$ cat src/rtl/core/pdf_pkg.sv
// Package for the pattern deletion filter: widths, register indexes and the
// result record shared by the interfaces and the RTL modules.
// Depends on nothing.
package pdf_pkg;

  localparam int unsigned BYTE_W          = 8;
  localparam int unsigned LEN_W           = 4;
  localparam int unsigned PAT_BYTES       = 8;
  localparam int unsigned PAT_W           = BYTE_W * PAT_BYTES;
  localparam int unsigned PAT_IDX_W       = $clog2(PAT_BYTES);
  localparam int unsigned PATTERN_MAX_DEF = 8;

  // Configuration register indexes.
  localparam int unsigned CFG_IDX_W = 1;
  localparam logic [CFG_IDX_W-1:0] REG_PATTERN_LENGTH = 1'b0;
  localparam logic [CFG_IDX_W-1:0] REG_PATTERN_BYTES  = 1'b1;

  typedef struct packed {
    logic [BYTE_W-1:0] out_byte;
    logic              has_byte;
    logic              out_last;
  } result_t;

endpackage

$ cat src/rtl/core/pdf_if.sv
// Handshake interfaces of the pattern deletion filter: text input, filtered
// result output and configuration writes.
// Depends on pdf_pkg.
interface pdf_text_if;
  import pdf_pkg::*;
  logic              valid;
  logic              ready;
  logic [BYTE_W-1:0] in_byte;
  logic              in_last;
  modport source (output valid, in_byte, in_last, input ready);
  modport sink (input valid, in_byte, in_last, output ready);
endinterface

interface pdf_result_if;
  import pdf_pkg::*;
  logic              valid;
  logic              ready;
  logic [BYTE_W-1:0] out_byte;
  logic              has_byte;
  logic              out_last;
  modport source (output valid, out_byte, has_byte, out_last, input ready);
  modport sink (input valid, out_byte, has_byte, out_last, output ready);
endinterface

interface pdf_cfg_if;
  import pdf_pkg::*;
  logic                 valid;
  logic                 ready;
  logic [CFG_IDX_W-1:0] index;
  logic [PAT_W-1:0]     data;
  modport source (output valid, index, data, input ready);
  modport sink (input valid, index, data, output ready);
endinterface

$ cat src/rtl/core/pdf_cell.sv
// One window cell: holds one byte, passes it to the next cell on a shift,
// and folds its compare against the pattern into the match chain.
// Depends on pdf_pkg.
module pdf_cell (
  input  logic                      clk,
  input  logic                      shift_en,
  input  logic [pdf_pkg::BYTE_W-1:0] d,
  input  logic [pdf_pkg::BYTE_W-1:0] pat_byte,
  input  logic                      active,
  input  logic                      match_in,
  output logic [pdf_pkg::BYTE_W-1:0] q,
  output logic                      match_out
);
  import pdf_pkg::*;

  // The compare looks at the byte this cell holds after the shift.
  assign match_out = match_in & ((d == pat_byte) | ~active);

  always_ff @(posedge clk) begin
    if (shift_en) begin
      q <= d;
    end
  end

endmodule

$ cat src/rtl/core/pdf_out_buf.sv
// Two-entry result queue between the window logic and the output port, so
// that a waiting result does not stop the next byte from being taken.
// Depends on pdf_pkg.
module pdf_out_buf (
  input  logic             clk,
  input  logic             rst,
  input  logic             push,
  input  pdf_pkg::result_t push_data,
  output logic             full,
  input  logic             pop_ready,
  output logic             out_valid,
  output pdf_pkg::result_t out_data
);
  import pdf_pkg::*;

  logic [1:0] count;
  result_t    head;
  result_t    tail;
  logic       pop;

  assign out_valid = (count != 2'd0);
  assign full      = (count == 2'd2);
  assign pop       = out_valid & pop_ready;
  assign out_data  = head;

  always_ff @(posedge clk) begin
    if (rst) begin
      count <= 2'd0;
    end else begin
      count <= count + {1'b0, push} - {1'b0, pop};
    end
  end

  always_ff @(posedge clk) begin
    unique case ({push, pop})
      2'b10: begin
        if (count == 2'd0) begin
          head <= push_data;
        end else begin
          tail <= push_data;
        end
      end
      2'b01: begin
        head <= tail;
      end
      2'b11: begin
        if (count == 2'd1) begin
          head <= push_data;
        end else begin
          head <= tail;
          tail <= push_data;
        end
      end
      default: begin
      end
    endcase
  end

endmodule

$ cat src/rtl/core/pattern_deletion_filter_core.sv
// Pattern deletion filter top level: configuration registers, the chain of
// window cells, step control and the result queue.
// Depends on pdf_pkg, pdf_if, pdf_cell and pdf_out_buf.
//
//   port    | dir | moves
//   --------+-----+---------------------------------------------------
//   cfg     | in  | register write request: index, data
//   text    | in  | one string byte per request: in_byte, in_last
//   result  | out | one result per request: out_byte, has_byte, out_last
//
// A byte is taken every cycle as long as it releases at most one result
// and the result queue is not full. A byte that releases R > 1 results
// (string end, or a lowered length) holds the input off while the window
// drains one byte per cycle from the cell chain, pausing while the queue
// is full. The first result of a byte enters the queue as the byte is
// taken. Reset clears the registers, the fill count, the drain counter and
// the result queue, and holds both inputs off; window bytes are not reset.
// The two-entry result queue lets input continue while one result waits.
module pattern_deletion_filter_core #(
  parameter int unsigned PATTERN_MAX = pdf_pkg::PATTERN_MAX_DEF
) (
  input logic           clk,
  input logic           rst,
  pdf_cfg_if.sink       cfg,
  pdf_text_if.sink      text,
  pdf_result_if.source  result
);
  import pdf_pkg::*;

  localparam int unsigned CNT_W = $clog2(PATTERN_MAX + 1);
  localparam int unsigned IDX_W = (PATTERN_MAX > 1) ? $clog2(PATTERN_MAX) : 1;

  // Configuration registers.
  logic [LEN_W-1:0]  len_reg;
  logic [PAT_W-1:0]  pat_reg;
  logic [BYTE_W-1:0] pat_arr [PAT_BYTES];

  // Window state.
  logic [CNT_W-1:0]  fill;
  logic [BYTE_W-1:0] cell_d [PATTERN_MAX];
  logic [BYTE_W-1:0] cell_q [PATTERN_MAX];
  logic [BYTE_W-1:0] pat_sel [PATTERN_MAX];
  logic              active [PATTERN_MAX];
  logic              match_chain [PATTERN_MAX + 1];

  // Drain of multi-result steps.
  logic [CNT_W-1:0]  drain_cnt;
  logic [IDX_W-1:0]  drain_ptr;
  logic              drain_last;

  logic [LEN_W-1:0]  len_act;
  logic [CNT_W-1:0]  len_c;
  logic [CNT_W-1:0]  nf;
  logic [CNT_W-1:0]  emit_base;
  logic [CNT_W-1:0]  keep;
  logic [CNT_W-1:0]  emit_cnt;
  logic [CNT_W-1:0]  keep_final;
  logic              accept;
  logic              full;
  logic              push;
  result_t           push_res;
  result_t           head_res;

  // Configuration port.
  assign cfg.ready = ~rst;

  always_ff @(posedge clk) begin
    if (rst) begin
      len_reg <= '0;
      pat_reg <= '0;
    end else if (cfg.valid) begin
      unique case (cfg.index)
        REG_PATTERN_LENGTH: len_reg <= cfg.data[LEN_W-1:0];
        REG_PATTERN_BYTES:  pat_reg <= cfg.data;
        default: begin
        end
      endcase
    end
  end

  assign len_act = (len_reg > LEN_W'(PATTERN_MAX)) ? LEN_W'(PATTERN_MAX) : len_reg;
  assign len_c   = CNT_W'(len_act);

  for (genvar b = 0; b < PAT_BYTES; b++) begin : g_pat
    assign pat_arr[b] = pat_reg[b*BYTE_W +: BYTE_W];
  end

  // Newest byte sits in cell 0, so cell j meets pattern byte len - 1 - j.
  assign match_chain[0] = 1'b1;

  for (genvar j = 0; j < PATTERN_MAX; j++) begin : g_cell
    logic [LEN_W-1:0] sel;

    assign sel        = len_act - LEN_W'(j) - LEN_W'(1);
    assign pat_sel[j] = pat_arr[sel[PAT_IDX_W-1:0]];
    assign active[j]  = (CNT_W'(j) < len_c);

    if (j == 0) begin : g_head
      assign cell_d[j] = text.in_byte;
    end else begin : g_body
      assign cell_d[j] = cell_q[j-1];
    end

    pdf_cell u_cell (
      .clk       (clk),
      .shift_en  (accept),
      .d         (cell_d[j]),
      .pat_byte  (pat_sel[j]),
      .active    (active[j]),
      .match_in  (match_chain[j]),
      .q         (cell_q[j]),
      .match_out (match_chain[j+1])
    );
  end

  // Step arithmetic for the byte on the input.
  assign nf = fill + CNT_W'(1);

  always_comb begin
    emit_base = '0;
    keep      = nf;
    priority if (len_c == '0) begin
      emit_base = nf;
      keep      = '0;
    end else if (nf >= len_c) begin
      if (match_chain[PATTERN_MAX]) begin
        emit_base = nf - len_c;
        keep      = '0;
      end else begin
        emit_base = nf - len_c + CNT_W'(1);
        keep      = len_c - CNT_W'(1);
      end
    end else begin
      emit_base = '0;
      keep      = nf;
    end
  end

  assign emit_cnt   = text.in_last ? (emit_base + keep) : emit_base;
  assign keep_final = text.in_last ? '0 : keep;

  assign text.ready = (drain_cnt == '0) & ~full & ~rst;
  assign accept     = text.valid & text.ready;

  // The oldest byte released by a step is at cell fill after the shift.
  always_comb begin
    push_res = '0;
    push     = 1'b0;
    if (drain_cnt != '0) begin
      push              = ~full;
      push_res.out_byte = cell_q[drain_ptr];
      push_res.has_byte = 1'b1;
      push_res.out_last = drain_last & (drain_cnt == CNT_W'(1));
    end else if (accept) begin
      push              = (emit_cnt != '0) | text.in_last;
      push_res.has_byte = (emit_cnt != '0);
      push_res.out_byte = push_res.has_byte ? cell_d[fill[IDX_W-1:0]] : '0;
      push_res.out_last = text.in_last & (emit_cnt <= CNT_W'(1));
    end
  end

  always_ff @(posedge clk) begin
    if (rst) begin
      fill      <= '0;
      drain_cnt <= '0;
    end else if (drain_cnt != '0) begin
      if (~full) begin
        drain_cnt <= drain_cnt - CNT_W'(1);
      end
    end else if (accept) begin
      fill <= keep_final;
      if (emit_cnt > CNT_W'(1)) begin
        drain_cnt <= emit_cnt - CNT_W'(1);
      end
    end
  end

  always_ff @(posedge clk) begin
    if (drain_cnt != '0) begin
      if (~full) begin
        drain_ptr <= drain_ptr - IDX_W'(1);
      end
    end else if (accept) begin
      drain_ptr  <= IDX_W'(fill - CNT_W'(1));
      drain_last <= text.in_last;
    end
  end

  pdf_out_buf u_out_buf (
    .clk       (clk),
    .rst       (rst),
    .push      (push),
    .push_data (push_res),
    .full      (full),
    .pop_ready (result.ready),
    .out_valid (result.valid),
    .out_data  (head_res)
  );

  assign result.out_byte = head_res.out_byte;
  assign result.has_byte = head_res.has_byte;
  assign result.out_last = head_res.out_last;

  // The window never fills up to PATTERN_MAX bytes between steps.
  a_fill_bound: assert property (@(posedge clk) disable iff (rst)
    fill < CNT_W'(PATTERN_MAX))
    else $error("window fill reached the pattern limit");

  // A result is never pushed into a full queue.
  a_no_overflow: assert property (@(posedge clk) disable iff (rst)
    push |-> ~full)
    else $error("result pushed into a full queue");

  // The end of a string leaves an empty window.
  a_end_clears: assert property (@(posedge clk) disable iff (rst)
    accept && text.in_last |=> fill == '0)
    else $error("window not empty after the last byte");

  // An end-only marker always closes a string.
  a_marker_last: assert property (@(posedge clk) disable iff (rst)
    push && !push_res.has_byte |-> push_res.out_last)
    else $error("empty result without the last flag");

  // A drain runs down by one on every cycle the queue has room.
  a_drain_step: assert property (@(posedge clk) disable iff (rst)
    drain_cnt != '0 && !full |=> drain_cnt == $past(drain_cnt) - CNT_W'(1))
    else $error("drain counter did not advance");

endmodule
$ cat src/flat_wrapper.sv
// flat-port wrapper written by rule: the top's interface ports become plain ports
module pattern_deletion_filter_core_flat import pdf_pkg::*;
#(
  parameter int unsigned PATTERN_MAX = pdf_pkg::PATTERN_MAX_DEF
)
  (clk, rst, cfg_valid, cfg_index, cfg_data, cfg_ready, text_valid, text_in_byte, text_in_last, text_ready, result_valid, result_out_byte, result_has_byte, result_out_last, result_ready);
  pdf_cfg_if cfg_i ();
  pdf_text_if text_i ();
  pdf_result_if result_i ();
  input logic clk;
  input logic rst;
  input wire logic [$bits(cfg_i.valid)-1:0] cfg_valid;
  input wire logic [$bits(cfg_i.index)-1:0] cfg_index;
  input wire logic [$bits(cfg_i.data)-1:0] cfg_data;
  output wire logic [$bits(cfg_i.ready)-1:0] cfg_ready;
  input wire logic [$bits(text_i.valid)-1:0] text_valid;
  input wire logic [$bits(text_i.in_byte)-1:0] text_in_byte;
  input wire logic [$bits(text_i.in_last)-1:0] text_in_last;
  output wire logic [$bits(text_i.ready)-1:0] text_ready;
  output wire logic [$bits(result_i.valid)-1:0] result_valid;
  output wire logic [$bits(result_i.out_byte)-1:0] result_out_byte;
  output wire logic [$bits(result_i.has_byte)-1:0] result_has_byte;
  output wire logic [$bits(result_i.out_last)-1:0] result_out_last;
  input wire logic [$bits(result_i.ready)-1:0] result_ready;
  assign cfg_i.valid = cfg_valid;
  assign cfg_i.index = cfg_index;
  assign cfg_i.data = cfg_data;
  assign cfg_ready = cfg_i.ready;
  assign text_i.valid = text_valid;
  assign text_i.in_byte = text_in_byte;
  assign text_i.in_last = text_in_last;
  assign text_ready = text_i.ready;
  assign result_valid = result_i.valid;
  assign result_out_byte = result_i.out_byte;
  assign result_has_byte = result_i.has_byte;
  assign result_out_last = result_i.out_last;
  assign result_i.ready = result_ready;
  pattern_deletion_filter_core #(.PATTERN_MAX(PATTERN_MAX)) u_core (.clk(clk), .rst(rst), .cfg(cfg_i), .text(text_i), .result(result_i));
endmodule
$ cat config.mk
export PLATFORM = sky130hd
export DESIGN_NAME = pattern_deletion_filter_core_flat
export DESIGN_NICKNAME = d
export VERILOG_FILES = /design/src/rtl/core/pdf_pkg.sv /design/src/rtl/core/pdf_if.sv /design/src/rtl/core/pdf_cell.sv /design/src/rtl/core/pdf_out_buf.sv /design/src/rtl/core/pattern_deletion_filter_core.sv /design/src/flat_wrapper.sv
export SDC_FILE = /design/constraint.sdc
export NUM_CORES = 1
export LEC_CHECK = 0
export BUFFER_PORTS_ARGS = -buffer_cell sky130_fd_sc_hd__buf_2
export CAP_MARGIN = 10
export CORE_MARGIN = 2
export CORE_UTILIZATION = 50
export DETAILED_ROUTE_END_ITERATION = 7
export PLACE_DENSITY = 0.68
export SLEW_MARGIN = 15
export SYNTH_ARGS = -nofsm -noshare
export SYNTH_HDL_FRONTEND = slang
export SYNTH_SLANG_ARGS = --single-unit
$ cat constraint.sdc
create_clock -name clk -period 8.25 [get_ports clk]
set_clock_uncertainty 0.1 [all_clocks]
set_input_delay 0.825 -clock clk [delete_from_list [all_inputs] [get_ports clk]]
set_output_delay 0.825 -clock clk [all_outputs]
set_load 0.005 [all_outputs]
==> impl_metrics.json, run 1 <==
{
  "multi_input_area_um2": 7671,
  "dieArea_um2": 26170,
  "finalCritPeriodShare_pct": 93.32,
  "max_cap_viol_count": 0,
  "cts.path.max_buffers": 2,
  "crit_type": "register to register",
  "die_w_um": 161.8,
  "area_growth_syn_to_layout_pct": 9.590,
  "synth_largest_area_cell": "edfxtp_1",
  "fin_ws_ns": 0.5510,
  "cts_buffers": 17,
  "mappedNetlistNets": 1317,
  "slowest_stage": "nor2b_1",
  "io_buffer_count": 91,
  "cp-end-kind": "register",
  "rows": 57,
  "total_power_uw": 3303,
  "ant_nets": 0,
  "io_pins": 92,
  "peakVddDrop_mv": 0.1889,
  "grt_pass1_wl_um": 58510,
  "tns_ns": 0,
  "drive_gt1_share_pct": 23.45,
  "clk_pin_slew_worst_paths_ns": 0.08,
  "register_area_um2": 4207,
  "dp_slack_ns": 0.3243,
  "final_common_cell": "nand2_1",
  "grt_pass1_vias": 9697,
  "grt_usage_pct": 29.40,
  "nFillCells": 2117,
  "overflow": 0,
  "grt_max_degree": 80,
  "synth_top_area_share_pct": 21.23,
  "start_util_pct": 51.03,
  "relSlewSlack_pct": 29.63,
  "cts_hold_buf": 0,
  "fp.dieH_um": 161.8,
  "clock_sinks": 166,
  "required_ns": 8.41,
  "routabilityCongestion": 0.9810,
  "slowest_delay_ns": 0.53,
  "synth_seq_area_share_pct": 33.78,
  "post_synth_num_cell_types": 91,
  "routed-via-count": 10340,
  "n_antenna_cell": 0,
  "fmax_ghz": 0.1299,
  "cts-resized-gates": 0,
  "antenna_found_initial": 0,
  "start_kind": "register",
  "final_cell_area_um2": 13640,
  "core_area_um2": 24390,
  "drtIter0Drc": 1308,
  "yosysWarnings": 0,
  "ys_ff_latch": 166,
  "drc": 0,
  "holdCritPathClass": "register to register",
  "insertion_delay_ns": 0.44,
  "finalWirelength_um": 37810,
  "final.min_clock_period_ns": 7.699,
  "cp_data_arrival_time_ns": 7.86,
  "root_buffer": "clkbuf_16",
  "fin_nets": 1356,
  "vias_per_cell": 6.521,
  "post_cts.repair.setup_buffers": 0,
  "rsz0062_at_grt": "false",
  "synth-main-ff-cell": "edfxtp_1",
  "setup_viol": 0,
  "layout_common_cells": "175 x nand2_1, 94 x a21oi_1, 91 x buf_2",
  "worstMarginPinSlew_ns": 1.041,
  "cts-htree-levels": 4,
  "synth-edff-count": 88,
  "netlist_area_um2": 12450,
  "drv_slew": 0,
  "dr.pass1.iters": 6,
  "syn_inst": 1210,
  "async_flop_share_pct": 0,
  "timing_hold_violations_final": 0,
  "pwr_density_cell_nw_per_um2": 242.2,
  "status": "finished clean",
  "p_leak_uw": 0.005085,
  "path_max_fanout": 21,
  "cts_tree": "built",
  "hpwl_um": 27750,
  "syn_area_per_cell_um2": 10.29,
  "drt-wirelength-per-cell_um": 23.84,
  "synth_area_leaders": "edfxtp_1 21%, mux4_2 16%, dfxtp_1 13%",
  "dpl-instance-area_um2": 13030
}
-- through the flow --
step                utilization, %  std cells  hold WS, ns
floorplan                        -       1210       0.3277
global placement             53.42       1554       0.3988
detailed placement           53.42       1554       0.4091
CTS                          55.88       1586       0.4246
global route                 55.92       1586       0.4426
finish                       55.92       1586       0.4264
-- cells in the mapped netlist (all sizes together), types with 21 or more instances --
cell,count
a21oi,98
buf,43
clkbuf,49
dfxtp,78
edfxtp,88
ha,26
inv,35
mux2,26
mux2i,69
mux4,90
nand2,176
nor2,76
o21ai,21
xnor2,48
xor2,46
-- power breakdown --
| part | internal (uW) | switching [uW] |
|---|---|---|
| Sequential | 1100 | 181 |
| Combinational | 526 | 661 |
| Clock | 449 | 386 |
| Total | 2070 | 1230 |
-- final cells by class --
| type | count | area share (%) |
|---|---|---|
| clock buffers | 20 | 3.513 |
| repair buffers | 112 | 4.522 |
| clock inverters | 12 | 0.8897 |
| flip-flops and latches | 166 | 30.84 |
| inverters | 36 | 1.027 |
| multi-input cells | 916 | 56.24 |
| well taps | 324 | 2.972 |
-- kinds of logic after synthesis --
group           count (synthesis)  synth area share (%)
compound gates                257                 14.63
xor+xnor                       94                 6.675
fa+ha+maj                      28                 2.935
buf+inv                       128                 4.674
flops                         166                 33.78
mux                           185                 24.19
simple gates                  352                 13.13
-- worst max-delay path: cells and delay by family, from the launching register on --
kind / cells / cell delay [ns]
buf+inv: 6 / 0.90
simple gates: 7 / 1.92
compound gates: 9 / 1.84
fa+ha+maj: 5 / 1.33
flops: 1 / 0.43
mux: 3 / 0.69
xor+xnor: 2 / 0.29
-- per-layer routing --
metal	global-route usage (%)	vias up	share of wire, %
li1	-	4609	-
met5	0	-	0
met3	7.074	112	11
met1	41.90	4980	41
met2	43.23	641	43
met4	11.87	0	4.3
-- path summary, 6_finish.rpt --
check	startpoint	endpoint	slack (ns)	depth (start not counted)
worst max-delay path	u_core.len_reg[3]	u_core.u_out_buf.out_data[2]	0.55	32
worst min-delay path	u_core.drain_cnt[1]	u_core.drain_cnt[1]	0.43	2
worst max register to register	u_core.len_reg[3]	u_core.u_out_buf.out_data[2]	0.55	32
worst min register to register	u_core.drain_cnt[1]	u_core.drain_cnt[1]	0.43	2
No activity file was read; power rests on OpenSTA's default activity.
==> run 2: changes to the inputs <==
PLACE_DENSITY = 0.71   (was 0.68)
clock period = 6.25 ns   (was 8.25 ns; I/O delays follow)
==> run 2 against run 1 <==
Routed wire length up 4.2%; sequential share of layout area down 2.6 points; critical path depth down 3; final area up 9.5%; via count up 5.0%; register-to-register slack worse by 0.44 ns; non-clock buffer count up 92; maximum frequency up 25%; final cell count up 5.9%; global-route usage down 0.30 points; power up 42%; worst setup slack worse by 0.44 ns; highest routed layer unchanged.
==> impl_metrics.json, run 2 (synthesized netlist as in run 1, its figures left out) <==
{
  "cts_buffers": 17,
  "p_leak_uw": 0.005671,
  "final.min_clock_period_ns": 6.135,
  "cts-htree-levels": 4,
  "drv_slew": 0,
  "root_buffer": "clkbuf_16",
  "swShare_pct": 36.71,
  "total_power_uw": 4707,
  "rr_worst_depth": 29,
  "max_cap_viol_count": 0,
  "drive_gt1_share_pct": 32.37,
  "peakVddDrop_mv": 0.2341,
  "finalWirelength_um": 39390,
  "grt_max_degree": 80,
  "drtIter0Drc": 1156,
  "slowest_delay_ns": 0.42,
  "relSlewSlack_pct": 28.33,
  "path_max_fanout": 10,
  "min_to": "u_core.pat_reg[52]",
  "start_kind": "register",
  "pwr_density_cell_nw_per_um2": 315.1,
  "comb_power_share_pct": 40.1,
  "final_common_cell": "nand2_1",
  "status": "finished clean",
  "start_util_pct": 51.03,
  "hold_ws_ns": 0.3166,
  "fin_nets": 1450,
  "die_w_um": 161.8,
  "crit_type": "register to register",
  "holdCritPathClass": "input pin to register",
  "power_frac_seq_pct": 36.6,
  "antenna_found_initial": 0,
  "cts.path.max_buffers": 2,
  "cts_tree": "built",
  "fin_ws_ns": 0.1150,
  "routed-via-count": 10860,
  "io_buffer_count": 91,
  "n_antenna_cell": 0,
  "routabilityCongestion": 1.010,
  "rows": 57,
  "ant_nets": 0,
  "hpwl_um": 28060,
  "clock_sinks": 166,
  "crit_path_frequent_cell": "ha_4",
  "core_area_um2": 24390,
  "vias_per_cell": 6.467,
  "clk_pin_slew_worst_paths_ns": 0.07,
  "setup_viol": 0,
  "finalCritPeriodShare_pct": 98.16,
  "worstMarginPinSlew_ns": 1.075,
  "timing.rr.start": "u_core.len_reg[0]",
  "hold_path.startpoint": "cfg_data[52]",
  "timing.rr.end": "u_core.u_out_buf.out_data[3]",
  "drc": 0,
  "fp.dieH_um": 161.8,
  "place_inst": 1633,
  "area_growth_syn_to_layout_pct": 20.01,
  "grt_pass1_vias": 10300,
  "timing_hold_violations_final": 0,
  "fmax_ghz": 0.1630,
  "worst-path-buf-inv": 6,
  "dr.pass1.iters": 6,
  "cp-end-kind": "register",
  "r2r_slack_ns": 0.12,
  "grt_usage_pct": 29.10,
  "required_ns": 6.40,
  "slowest_stage": "fa_2",
  "layout_common_cells": "173 x nand2_1, 92 x a21oi_1, 92 x buf_4",
  "instances_no_fill": 1680,
  "cts_hold_buf": 0,
  "min_delay_path_depth": 3,
  "overflow": 0,
  "cp_data_arrival_time_ns": 6.29,
  "dieArea_um2": 26170,
  "internal-power_uw": 2979,
  "dp_slack_ns": -0.01966,
  "io_pins": 92,
  "grt_pass1_wl_um": 58510,
  "drt-wirelength-per-cell_um": 23.44,
  "insertion_delay_ns": 0.44,
  "cpLargestDelayFamily": "compound AO/OA/AOI/OAI gates",
  "clockPowerShare_pct": 23.3,
  "switching_power_uw": 1728
}
==> run 2: cell types whose count changed in the layout (fill, tap and decap cells not counted), sizes merged <==
cell      previous run  this run
buf                112       198
bufinv               1         2
clkbuf              20        24
clkinv               2         5
clkinvlp             2         4
inv                 43        40
nand2              176       177
==> run 2: cell type report <==
class	count	area [um^2]
Clock inverter	14	167.7
Timing Repair inverter	1	7.507
Fill cell	2022	9453
Timing Repair Buffer	204	1577
Clock buffer	18	429.2
Multi-Input combinational cell	917	7996
Tap cell	324	405.4
Sequential cell	166	4212
Inverter	36	143.9
==> run 2: metrics by stage <==
stage / TNS (ns) / cell area [um^2] / util (%)
final: 0 / 14940 / 61.24
after global routing: -1.620 / 14940 / 61.24
after CTS: 0 / 14400 / 59.04
after detailed placement: -0.1010 / 13780 / 56.50
after global placement: 0 / 13780 / 56.50
after floorplan: -0.1031 / 12590 / -
==> run 2: worst register-to-register path: cells and delay by family, from the launching register on <==
family,cells,cell delay (ns)
AO/OA/AOI/OAI,8,1.41
AND/OR/NAND/NOR,7,1.34
flip-flops,1,0.38
buffers and inverters,6,0.63
multiplexers,2,0.71
XOR/XNOR,1,0.17
adder cells (fa/ha/maj),5,1.20
==> run 2: how the worst max path moves through the flow <==
stage,from,end,slack (ns),cells past startpoint
after floorplan,u_core.len_reg[3],u_core.u_out_buf.out_data[0],-0.10,36
after global placement,u_core.len_reg[3],u_core.u_out_buf.out_data[0],0.08,30
after detailed placement,u_core.len_reg[0],u_core.u_out_buf.out_data[9],-0.02,31
after CTS,u_core.len_reg[3],u_core.u_out_buf.out_data[6],0.001,27
after global routing,u_core.len_reg[0],u_core.u_out_buf.out_data[0],-0.11,34
final,u_core.len_reg[0],u_core.u_out_buf.out_data[3],0.12,29
==> run 2: metal layers <==
metal / track usage (%) / part of all wire, % / wire, um
met5: 0 / 0 / 0
met4: 12.11 / 4.7 / 1834
met3: 7.022 / 11 / 4314
met2: 44.12 / 45 / 17640
met1: 40.17 / 40 / 15600
==> run 2: timing repair <==
action                                 in CTS  in global routing
gates resized for setup                     4                 69
endpoints found under the hold margin       0                  0
gates cloned                                0                  9
setup endpoints to repair                  10                 43
buffers inserted                            0                  6
pin swaps                                   0                 25
==> run 2: power by group through the flow <==
stage	registers (uW)	logic, uW	clock network (uW)
global route	1740	2040	1140
global placement	1720	1650	0
floorplan	1590	1270	0
finish	1720	1890	1100
detailed placement	1730	1700	0
CTS	1710	1710	1100
==> run 3: changes to the inputs <==
CORE_MARGIN = default   (was 2)
==> run 3 against run 2 <==
Via count fell by 0.32%; sequential cell count unchanged; clock power barely moved; core utilization fell by 0.47 points; sequential share of layout area grew 0.22 points; register-to-register slack better by 0.02 ns; highest routed layer unchanged; first-iteration DRC count up 6.1%; die area is 2.5% lower; routed wire length decreased by 0.67%; global-route usage grew 1.3 points; clock-buffer cell count unchanged.
==> impl_metrics.json, run 3 (synthesized netlist as in run 1, its figures left out) <==
{
  "cts-htree-levels": 4,
  "slowest_delay_ns": 0.38,
  "n_antenna_cell": 0,
  "drt-wirelength-per-cell_um": 23.38,
  "fin_nets": 1443,
  "status": "finished clean",
  "fmax_ghz": 0.1634,
  "relSlewSlack_pct": 28.31,
  "hpwl_um": 27980,
  "clock_sinks": 166,
  "grt_max_degree": 80,
  "holdCritPathClass": "input pin to register",
  "routabilityCongestion": 1.010,
  "setup_viol": 0,
  "start_util_pct": 51.03,
  "start_kind": "register",
  "clockPowerShare_pct": 23.8,
  "fin_ws_ns": 0.1306,
  "vias_per_cell": 6.473,
  "rows": 57,
  "max_cap_viol_count": 0,
  "io_pins": 92,
  "hold_ws_ns": 0.3116,
  "antenna_found_initial": 0,
  "worst-path-buf-inv": 8,
  "switching_power_uw": 1671,
  "dieArea_um2": 25530,
  "timing_hold_violations_final": 0,
  "dr.pass1.iters": 6,
  "power_frac_seq_pct": 37.5,
  "cts.path.max_buffers": 2,
  "dp_slack_ns": -0.1346,
  "pwr_density_cell_nw_per_um2": 308.5,
  "final_common_cell": "nand2_1",
  "area_growth_syn_to_layout_pct": 19.10,
  "drive_gt1_share_pct": 31.73,
  "p_leak_uw": 0.005612,
  "required_ns": 6.34,
  "path_max_fanout": 4,
  "fp.dieH_um": 159.8,
  "clk_pin_slew_worst_paths_ns": 0.07,
  "layout_common_cells": "173 x nand2_1, 94 x a21oi_1, 91 x buf_2",
  "rsz0062_at_grt": "true",
  "worstMarginPinSlew_ns": 1.075,
  "ant_nets": 0,
  "tns_ns": 0,
  "die_w_um": 159.8,
  "peakVddDrop_mv": 0.1570,
  "total_power_uw": 4573,
  "finish.utilization_pct": 60.78,
  "routed-via-count": 10830,
  "io_buffer_count": 91,
  "overflow": 0,
  "final.min_clock_period_ns": 6.119,
  "insertion_delay_ns": 0.44,
  "grt_pass1_vias": 10030,
  "cpLargestDelayFamily": "simple AND/OR/NAND/NOR gates",
  "drv_slew": 0,
  "crit_type": "register to register",
  "cts_buffers": 17,
  "grt_usage_pct": 30.36,
  "grt_pass1_wl_um": 59020,
  "core_area_um2": 24390,
  "cp-end-kind": "register",
  "cts_tree": "built",
  "cts_hold_buf": 0,
  "drc": 0,
  "finalCritPeriodShare_pct": 97.91,
  "internal-power_uw": 2901,
  "comb_power_share_pct": 38.8,
  "finalWirelength_um": 39120,
  "slowest_stage": "dfxtp_4",
  "cp_data_arrival_time_ns": 6.21,
  "root_buffer": "clkbuf_16",
  "swShare_pct": 36.54,
  "drtIter0Drc": 1227
}
-- run 3: changes by cell type in the layout (fill, tap and decap cells not counted), moves of 3 or more --
cell / change
buf_12: -3
buf_4: -8
buf_6: +4
clkinv_4: +4
clkinvlp_4: -3
o31ai_1: +4
o31ai_2: -3
-- run 3: final cells by class --
cell class | count | area (um^2)
clock buffer | 18 | 439.2
fill | 2016 | 9567
inverter | 36 | 143.9
timing repair buffer | 197 | 1481
clock inverter | 14 | 158.9
tap | 324 | 405.4
timing repair inverter | 1 | 5.005
multi-input combinational | 917 | 7979
sequential | 166 | 4212
-- run 3: path summary, 6_finish.rpt --
kind	startpoint	endpoint	slack (ns)	cells past startpoint
setup / recovery	u_core.len_reg[0]	u_core.u_out_buf.out_data[7]	0.13	34
hold / removal	cfg_data[44]	u_core.pat_reg[44]	0.31	3
setup reg to reg	u_core.len_reg[0]	u_core.u_out_buf.out_data[7]	0.13	34
hold reg to reg	u_core.u_out_buf.tail[9]	u_core.u_out_buf.out_data[9]	0.42	2
-- run 3: stage by stage --
step,cells,cell area (um^2)
global placement,1632,13770
CTS,1666,14440
floorplan,1210,12590
global route,1673,14820
detailed placement,1632,13770
finish,1673,14820
-- run 3: worst min-delay path, delay by kind of cell --
| kind | cells | cell delay, ns |
|---|---|---|
| buf+inv | 1 | 0.09 |
| compound gates | 1 | 0.05 |
| simple gates | 1 | 0.04 |
-- run 3: timing repair --
action                                  in CTS  in global routing
gates resized for setup                     11                 55
setup buffers                                1                  2
cloned                                       1                  5
pin swaps                                    1                 16
endpoints found under the setup margin      21                 36
-- run 3: routing by layer --
metal | global-route usage, % | vias up | share of wire, %
li1 | - | 4799 | -
met5 | 0 | - | 0
met2 | 45.14 | 699 | 44
met1 | 42.57 | 5209 | 40
met3 | 6.390 | 122 | 11
met4 | 13.90 | 0 | 4.6
-- run 3: power by group through the flow --
stage          clock (uW)  combinational (uW)  sequential, uW
3_3_place_gp            0                1650            1710
5_1_grt              1140                1920            1740
2_1_floorplan           0                1270            1590
6_report             1090                1770            1710
3_5_place_dp            0                1690            1720
4_1_cts              1100                1710            1700
